## config.mk

```make
export PLATFORM = sky130hd
export DESIGN_NAME = c25519fs_merge
export DESIGN_NICKNAME = d
export VERILOG_FILES = /design/src/design/c25519fs_pkg.sv /design/src/design/c25519fs_merge.sv
export SDC_FILE = /design/constraint.sdc
export NUM_CORES = 2
export LEC_CHECK = 0
export BUFFER_PORTS_ARGS = -buffer_cell sky130_fd_sc_hd__buf_4
export CORE_ASPECT_RATIO = 0.7
export CORE_UTILIZATION = 60
export DETAILED_ROUTE_END_ITERATION = 6
export PLACE_DENSITY = 0.89
export SYNTH_ARGS = -nofsm -noshare
export SYNTH_HDL_FRONTEND = slang
export SYNTH_MEMORY_MAX_BITS = 65536
export SYNTH_SLANG_ARGS = --single-unit
```

## constraint.sdc

```tcl
create_clock -name clock -period 5.1 [get_ports clock]
set_input_delay 0.255 -clock clock [delete_from_list [all_inputs] [get_ports clock]]
set_output_delay 0.255 -clock clock [all_outputs]
set_load 0.02 [all_outputs]
```

## src/design/c25519fs_pkg.sv

```systemverilog
// Shared widths, operand tables and control types for the field squaring block.
package c25519fs_pkg;

   // Limb and word widths.
   localparam int unsigned NUM_LIMBS  = 5;
   localparam int unsigned TERMS      = 3;
   localparam int unsigned IN_W       = 52;
   localparam int unsigned LIMB_W     = 51;
   localparam int unsigned OUT1_W     = 52;
   localparam int unsigned SCALED_W   = 58;
   localparam int unsigned X_SPLIT    = 29;
   localparam int unsigned Y_SPLIT    = 26;
   localparam int unsigned PP_W       = 55;
   localparam int unsigned PROD_W     = 110;
   localparam int unsigned COL_W      = 112;
   localparam int unsigned SUM_W      = COL_W + 1;
   localparam int unsigned CY_W       = SUM_W - LIMB_W;
   localparam int unsigned FOLD_W     = 64;
   localparam int unsigned TOP_CY_W   = FOLD_W - LIMB_W;

   // Pipeline depths: lane stages first, then the carry chain, fold and output.
   localparam int unsigned LANE_STAGES  = 4;
   localparam int unsigned MERGE_STAGES = NUM_LIMBS + 2;
   localparam int unsigned FOLD_STAGE   = NUM_LIMBS;
   localparam int unsigned OUT_STAGE    = NUM_LIMBS + 1;
   localparam int unsigned TOTAL_STAGES = LANE_STAGES + MERGE_STAGES;

   // Constant factor applied to a product term.
   typedef logic [1:0] scale_type;
   localparam scale_type SCALE_1  = 2'd0;
   localparam scale_type SCALE_2  = 2'd1;
   localparam scale_type SCALE_19 = 2'd2;
   localparam scale_type SCALE_38 = 2'd3;

   typedef logic [2:0] limb_idx_type;

   // Column i is the sum over t of SCALE[i][t] * a[X_SEL[i][t]] * a[Y_SEL[i][t]].
   localparam limb_idx_type X_SEL [NUM_LIMBS][TERMS] = '{
      '{3'd0, 3'd1, 3'd2},
      '{3'd0, 3'd3, 3'd2},
      '{3'd0, 3'd1, 3'd3},
      '{3'd0, 3'd1, 3'd4},
      '{3'd0, 3'd1, 3'd2}
   };
   localparam limb_idx_type Y_SEL [NUM_LIMBS][TERMS] = '{
      '{3'd0, 3'd4, 3'd3},
      '{3'd1, 3'd3, 3'd4},
      '{3'd2, 3'd1, 3'd4},
      '{3'd3, 3'd2, 3'd4},
      '{3'd4, 3'd3, 3'd2}
   };
   localparam scale_type SCALE_SEL [NUM_LIMBS][TERMS] = '{
      '{SCALE_1, SCALE_38, SCALE_38},
      '{SCALE_2, SCALE_19, SCALE_38},
      '{SCALE_2, SCALE_1,  SCALE_38},
      '{SCALE_2, SCALE_2,  SCALE_19},
      '{SCALE_2, SCALE_2,  SCALE_1}
   };

   // Stage load enables handed down from the pipeline control.
   typedef struct packed {
      logic [LANE_STAGES-1:0] en;
   } lane_ctl_type;

   typedef struct packed {
      logic [MERGE_STAGES-1:0] en;
   } merge_ctl_type;

endpackage

```

## src/design/c25519fs_merge.sv

```systemverilog
// Merging stage: pipelined carry chain over the columns, fold of the top carry and output.
module c25519fs_merge (
   input  logic                                clock,
   input  c25519fs_pkg::merge_ctl_type         ctl,
   input  logic [c25519fs_pkg::COL_W-1:0]      col [c25519fs_pkg::NUM_LIMBS],
   output logic [c25519fs_pkg::LIMB_W-1:0]     out_limb_0,
   output logic [c25519fs_pkg::OUT1_W-1:0]     out_limb_1,
   output logic [c25519fs_pkg::LIMB_W-1:0]     out_limb_2,
   output logic [c25519fs_pkg::LIMB_W-1:0]     out_limb_3,
   output logic [c25519fs_pkg::LIMB_W-1:0]     out_limb_4
);

   localparam int unsigned NL       = c25519fs_pkg::NUM_LIMBS;
   localparam int unsigned COL_W    = c25519fs_pkg::COL_W;
   localparam int unsigned SUM_W    = c25519fs_pkg::SUM_W;
   localparam int unsigned LIMB_W   = c25519fs_pkg::LIMB_W;
   localparam int unsigned CY_W     = c25519fs_pkg::CY_W;
   localparam int unsigned FOLD_W   = c25519fs_pkg::FOLD_W;
   localparam int unsigned OUT1_W   = c25519fs_pkg::OUT1_W;
   localparam int unsigned TOP_CY_W = c25519fs_pkg::TOP_CY_W;

   logic [COL_W-1:0]  col_ff  [NL][NL];
   logic [LIMB_W-1:0] limb_ff [NL][NL];
   logic [CY_W-1:0]   cy_ff   [NL];

   // One carry step per stage: add the incoming carry to column j and split it.
   for (genvar j = 0; j < NL; j++) begin : g_carry
      logic [COL_W-1:0]  col_src  [NL];
      logic [LIMB_W-1:0] limb_src [NL];
      logic [CY_W-1:0]   cy_src;
      logic [SUM_W-1:0]  sum;

      if (j == 0) begin : g_first
         always_comb begin
            for (int k = 0; k < NL; k++) begin
               col_src[k]  = col[k];
               limb_src[k] = '0;
            end
            cy_src = '0;
         end
      end else begin : g_next
         always_comb begin
            for (int k = 0; k < NL; k++) begin
               col_src[k]  = col_ff[j-1][k];
               limb_src[k] = limb_ff[j-1][k];
            end
            cy_src = cy_ff[j-1];
         end
      end

      assign sum = SUM_W'(col_src[j]) + SUM_W'(cy_src);

      always_ff @(posedge clock) begin
         if (ctl.en[j]) begin
            for (int k = 0; k < NL; k++) begin
               col_ff[j][k]  <= col_src[k];
               limb_ff[j][k] <= (k == j) ? sum[LIMB_W-1:0] : limb_src[k];
            end
            cy_ff[j] <= sum[SUM_W-1:LIMB_W];
         end
      end
   end

   // Fold the carry out of the top column back into limb 0, times 19.
   logic [FOLD_W-1:0] cy_ext;
   logic [FOLD_W-1:0] fold_in;
   logic [FOLD_W-1:0] fold_ff;
   logic [LIMB_W-1:0] hold_ff [1:NL-1];

   assign cy_ext  = FOLD_W'(cy_ff[NL-1]);
   assign fold_in = FOLD_W'(limb_ff[NL-1][0]) + (cy_ext << 4) + (cy_ext << 1) + cy_ext;

   always_ff @(posedge clock) begin
      if (ctl.en[c25519fs_pkg::FOLD_STAGE]) begin
         fold_ff <= fold_in;
         for (int k = 1; k < NL; k++) begin
            hold_ff[k] <= limb_ff[NL-1][k];
         end
      end
   end

   // Output register: mask limb 0 and pass its small carry into limb 1.
   logic [LIMB_W-1:0] out0_ff;
   logic [OUT1_W-1:0] out1_ff;
   logic [LIMB_W-1:0] out2_ff;
   logic [LIMB_W-1:0] out3_ff;
   logic [LIMB_W-1:0] out4_ff;
   logic [TOP_CY_W-1:0] top_cy;

   assign top_cy = fold_ff[FOLD_W-1:LIMB_W];

   always_ff @(posedge clock) begin
      if (ctl.en[c25519fs_pkg::OUT_STAGE]) begin
         out0_ff <= fold_ff[LIMB_W-1:0];
         out1_ff <= OUT1_W'(hold_ff[1]) + OUT1_W'(top_cy);
         out2_ff <= hold_ff[2];
         out3_ff <= hold_ff[3];
         out4_ff <= hold_ff[4];
      end
   end

   assign out_limb_0 = out0_ff;
   assign out_limb_1 = out1_ff;
   assign out_limb_2 = out2_ff;
   assign out_limb_3 = out3_ff;
   assign out_limb_4 = out4_ff;

endmodule

```

Word-level counts from Yosys, hierarchy flattened
Memories as Yosys holds them, arrays and structs flattened. A register that Yosys moved wholly into a read port is not among the register bits.
Cells that the tools add are included.
{"block": "word_totals", "latchBits": 0, "wordCells": 27, "memories": 4, "ff_bits": 167, "output_inout_bits": 256, "ram_bits": 4589, "rom_bits": 0, "inputBits": 568}
{"name": "col_ff", "words": 5, "width": 560, "rd": 4, "rd_clocked_by_memory_dff": 0, "write_ports": 5, "line_no": "c25519fs_merge.sv:22", "text": "logic [COL_W-1:0] col_ff [NL][NL];"}
{"name": "limb_ff", "words": 5, "width": 255, "rd": 5, "rd_clocked_by_memory_dff": 0, "write_ports": 5, "line_no": "c25519fs_merge.sv:23", "text": "logic [LIMB_W-1:0] limb_ff [NL][NL];"}
{"name": "cy_ff", "words": 5, "width": 62, "rd": 5, "rd_clocked_by_memory_dff": 0, "write_ports": 5, "line_no": "c25519fs_merge.sv:24", "text": "logic [CY_W-1:0] cy_ff [NL];"}
{"name": "hold_ff", "words": 4, "width": 51, "rd": 4, "rd_clocked_by_memory_dff": 3, "write_ports": 4, "line_no": "c25519fs_merge.sv:68", "text": "logic [LIMB_W-1:0] hold_ff [1:NL-1];"}
{"block": "op_classes", "div": 0, "n_mul": 0, "n_reduce_logical": 0, "n_mux": 12, "shift": 0, "bitwise_logic": 0, "eq_ne": 0, "magnitude_cmp": 0, "add_sub_neg": 8}
{"operator": "112-bit by 62-bit adder with 113-bit output", "count": 4}
{"operator": "51-bit by 64-bit adder with 64-bit output", "count": 1}
{"operator": "64-bit by 62-bit adder with 64-bit output", "count": 1}
{"operator": "64-bit by 63-bit adder with 64-bit output", "count": 1}
{"operator": "51-bit by 13-bit adder with 52-bit output", "count": 1}
{"operator": "1-bit 2-to-1 mux", "count": 12}

Depth between registers and ports, before layout
An unclocked memory read counts as a cell.
{"block": "depth", "ltp_word": 4, "ltp_mapped": 17}

Worst setup path after synthesis
Ideal clock, no wire load.
{"block": "synth_timing", "path_kind": "register to register", "startpoint": "mem cy_ff[0][262] (netlist name)", "endpoint": "reg fold_ff[61] (data pin)", "required_time_ns": 4.836, "setup_time_ns": 0.264, "path_slack_ns": 0.808, "path_buffers": 1, "stages_incl_launch_ff": 17, "arrival_ns": 4.027, "cell_sequence": "edfxtp_1 > inv_1 > fa_1 > fa_1 > inv_1 > ha_1 > buf_2 > and4_1 > a211oi_2 > a31oi_1 > a311oi_2 > o211a_1 > o21ai_1 > a221oi_2 > nor3_1 > a2111oi_2 > xnor2_1"}
{"element": "start: declaration", "line_no": "c25519fs_merge.sv:24"}
{"element": "end signal: assignment", "line_no": "c25519fs_merge.sv:75", "text": "fold_ff <= fold_in;"}
{"element": "end: declaration", "line_no": "c25519fs_merge.sv:67", "text": "logic [FOLD_W-1:0] fold_ff;"}

==> out/results.txt <==
Tcrit/Tclk final - 96.51%
synthesized area - 108200 um^2
fraction of layout cells with a size suffix above 1 - 15.65%
sequential-to-total area share from yosys stat - 75.44%
final WL - 291800 um
routed vias/inst - 6.037
Filler cells - 10.05k
# DRC - 0
fmax - 203.2 MHz
Synthesized Nets - 7573
DR WL/cell - 27.36 um
DR vias - 64.40k
reg-to-reg critical path startpoint - col_ff[0][502]
async set-reset flop share out of synthesis - 0%
Reg area - 81620 um^2
Critical Path Sink Type - flip-flop
Tightest Pin Transition - 1.147 ns
# setup viols final - 0
final hold vios - 0
Pins Over Slew Limit - 0
worst skew pair latency - 0.89 ns
Final GP Congestion - 0.9831
Die Ht - 357.3 um
Die Span X - 509.6 um
Synth Flop Type - edfxtp_1
Final Skew - 0.07435 ns
Crit path required time - 5.71 ns
number of synthesized register bits - 2718
Worst R2R Path Depth - 12
crit path buf inv count - 0
DRT antenna net count - 0
first-pass GRT wire length - 419600 um
worst hold path type - input port to flip-flop
Core Region - 177900 um^2
Initial DRT Pass Iterations - 7
critical path type - flip-flop to flip-flop
reg2reg end - cy_ff[0][108]
VDD IR max - 0.4834 mV
CP Cell Sequence - ha_1 -> o21ai_0 -> o21ai_1 -> a211oi_2 -> o21ai_0 -> nand4_1 -> a2111oi_0 -> a211oi_1 -> a21o_1 -> nor2b_1 -> nand3_1 -> xnor2_1
I/O pins - 824
yosys warns - 0
Cell Area, Placed - 117500 um^2
CP Depth - 12
setup ws final - 0.1780 ns
Max-slew headroom - 23.52%
number of synthesized flops with an enable pin - 2718
TritonCTS Buffers - 227
Tmin final - 4.922 ns
pre-CTS WS - -0.007270 ns
HP Start - ctl[1]
Reg clk slew, reported paths - 0.09 ns
vias in the first global route - 64.33k
CTS tree - yes
area of the multi-input gates - 24820 um^2
slowest CP cell - a2111oi_0
die area - 182100 um^2
worst path arrival time - 5.54 ns
pwr dens - 423.5 nW/um^2
I/O Buffers - 823
MaxCap Viol Count - 0
Reg2Reg Setup Slack - 0.18 ns
CP max stage delay - 0.74 ns
Remaining Overflow, GRT - 0
Iter 0 DRT Violations - 8267
cell mode on critical path - o21ai_0
Static Leak - 49.03 nW
FP Rows - 129
post-synthesis cell count - 6553
root buf cell - clkbuf_16
status - finished, final reports clean
post-route design area - 130700 um^2
Detailed Place HPWL - 190900 um
crit path from - col_ff[0][502]
CTS H-Tree Depth - 4
WHS - 0.03731 ns
clk buf depth - 3
initial antenna violation count - 39
Starting Density - 60.83%
largest net degree at the start of global routing - 126
CP delay by family, top - compound AO/OA/AOI/OAI gates
end of the critical path - cy_ff[0][108]
CTS Sinks - 2718
post-synthesis cell type count - 90
Overall Global Routing Usage - 31.88%
Area Overhead vs Synth - 20.84%
Worst setup SP type - flip-flop
Final nets - 9118
maximum fanout along the worst path - 8
syn_area_per_cell - 16.51 um^2
==> power breakdown <==
part,internal [W],switching (W)
clock network,0.00949,0.00842
registers,0.0276,0.00121
logic,0.00342,0.00521
==> synth_stat cells, drive strengths merged (43+ instances only) <==
cell type  count  area (um^2)
edfxtp      2718        81620
a21oi        391         1968
ha           338         4229
nand2        336         1269
inv          333         1250
xnor2        320         2810
nor2         238        893.4
xor2         216         1892
o21ai        192         1002
a21o         190         1426
nand4        150        953.4
nand3        141        710.7
fa           114         2282
clkbuf       101        384.1
and3          83        520.5
nor3          79        405.4
o21bai        75        563.0
nor4          44        309.1
and2          43        269.0
nor2b         43        269.0
==> through the flow <==
step	utilization (%)	total power [W]	cells	TNS [ns]
final	73.51	0.05538	10670	0
after global routing	73.50	0.05712	10660	-0.004081
after CTS	73.44	0.05491	10650	0
after detailed placement	66.04	0.03710	9656	-0.007270
after global placement	66.04	0.03684	9656	0
after floorplan	-	0.03350	6553	0
==> placed cells by master (no fill, tap or decap), types with 38 or more instances in the layout <==
cell type | Yosys | final
clkbuf_16 | 0 | 228
clkinv_2 | 0 | 38
and2_1 | 43 | 43
a21oi_1 | 388 | 387
xnor2_1 | 319 | 319
clkbuf_1 | 97 | 44
nor3_1 | 77 | 77
inv_1 | 332 | 330
and3_1 | 82 | 82
fa_1 | 114 | 114
o21ai_0 | 173 | 172
nor2b_1 | 43 | 43
clkinv_1 | 0 | 45
nor4_1 | 40 | 40
edfxtp_1 | 2718 | 2718
ha_1 | 338 | 338
dlygate4sd3_1 | 0 | 566
nand2_1 | 335 | 335
xor2_1 | 216 | 216
nand3_1 | 140 | 140
buf_4 | 2 | 859
a21o_1 | 190 | 190
o21bai_1 | 75 | 75
nand4_1 | 149 | 149
nor2_1 | 238 | 238
==> area by class of cell <==
| class | count | area share, % |
|---|---|---|
| Tap cell | 2358 | 2.257 |
| Multi-Input combinational cell | 3369 | 18.98 |
| Antenna cell | 14 | 0.02680 |
| Clock buffer | 272 | 4.490 |
| Clock inverter | 154 | 1.254 |
| Inverter | 333 | 0.9560 |
| Timing Repair Buffer | 1449 | 9.606 |
| Sequential cell | 2718 | 62.43 |
==> timing repair <==
item	4_1_cts	5_1_grt
setup endpoints to repair	1	10
hold endpoints to repair	847	0
resized for setup	1	10
setup buffers	0	5
hold buffers	566	0
pin swaps	0	6
==> worst min path at each step <==
stage,to,slack [ns],cells past startpoint
after floorplan,col_ff[0][0],0.35,0
after global placement,hold_ff[4][1],0.40,0
after detailed placement,col_ff[1][157],0.40,0
after CTS,col_ff[1][124],0.02,1
after global routing,col_ff[1][124],0.02,1
final,col_ff[1][124],0.04,1
==> flip-flops by register name (all words and copies together) (netlist names), 52 cells and up <==
name / flops
hold_ff: 204
limb_ff: 561
col_ff: 1384
cy_ff: 249
fold_ff: 64
out_limb_1: 52
==> cells by family after synthesis <==
group	count (synthesis)	share of synthesized area, %
DFF	2718	75.44
buffers and inverters	466	1.661
xor gates and xnor gates	536	4.346
and+or+nand+nor	1264	5.886
adders and majority gates	452	6.018
AOI/OAI and AO/OA	1117	6.653
==> metal layers <==
layer | up-vias | global-route usage, % | share of wire (%) | wire length [um]
li1 | 27990 | - | - | -
met4 | 36 | 16.76 | 6.2 | 18100
met1 | 31370 | 42.20 | 37 | 108700
met3 | 898 | 6.537 | 9.7 | 28330
met5 | - | 0 | 0.086 | 251
met2 | 4103 | 50.39 | 47 | 136400
Power figures use the tool's default switching activity.
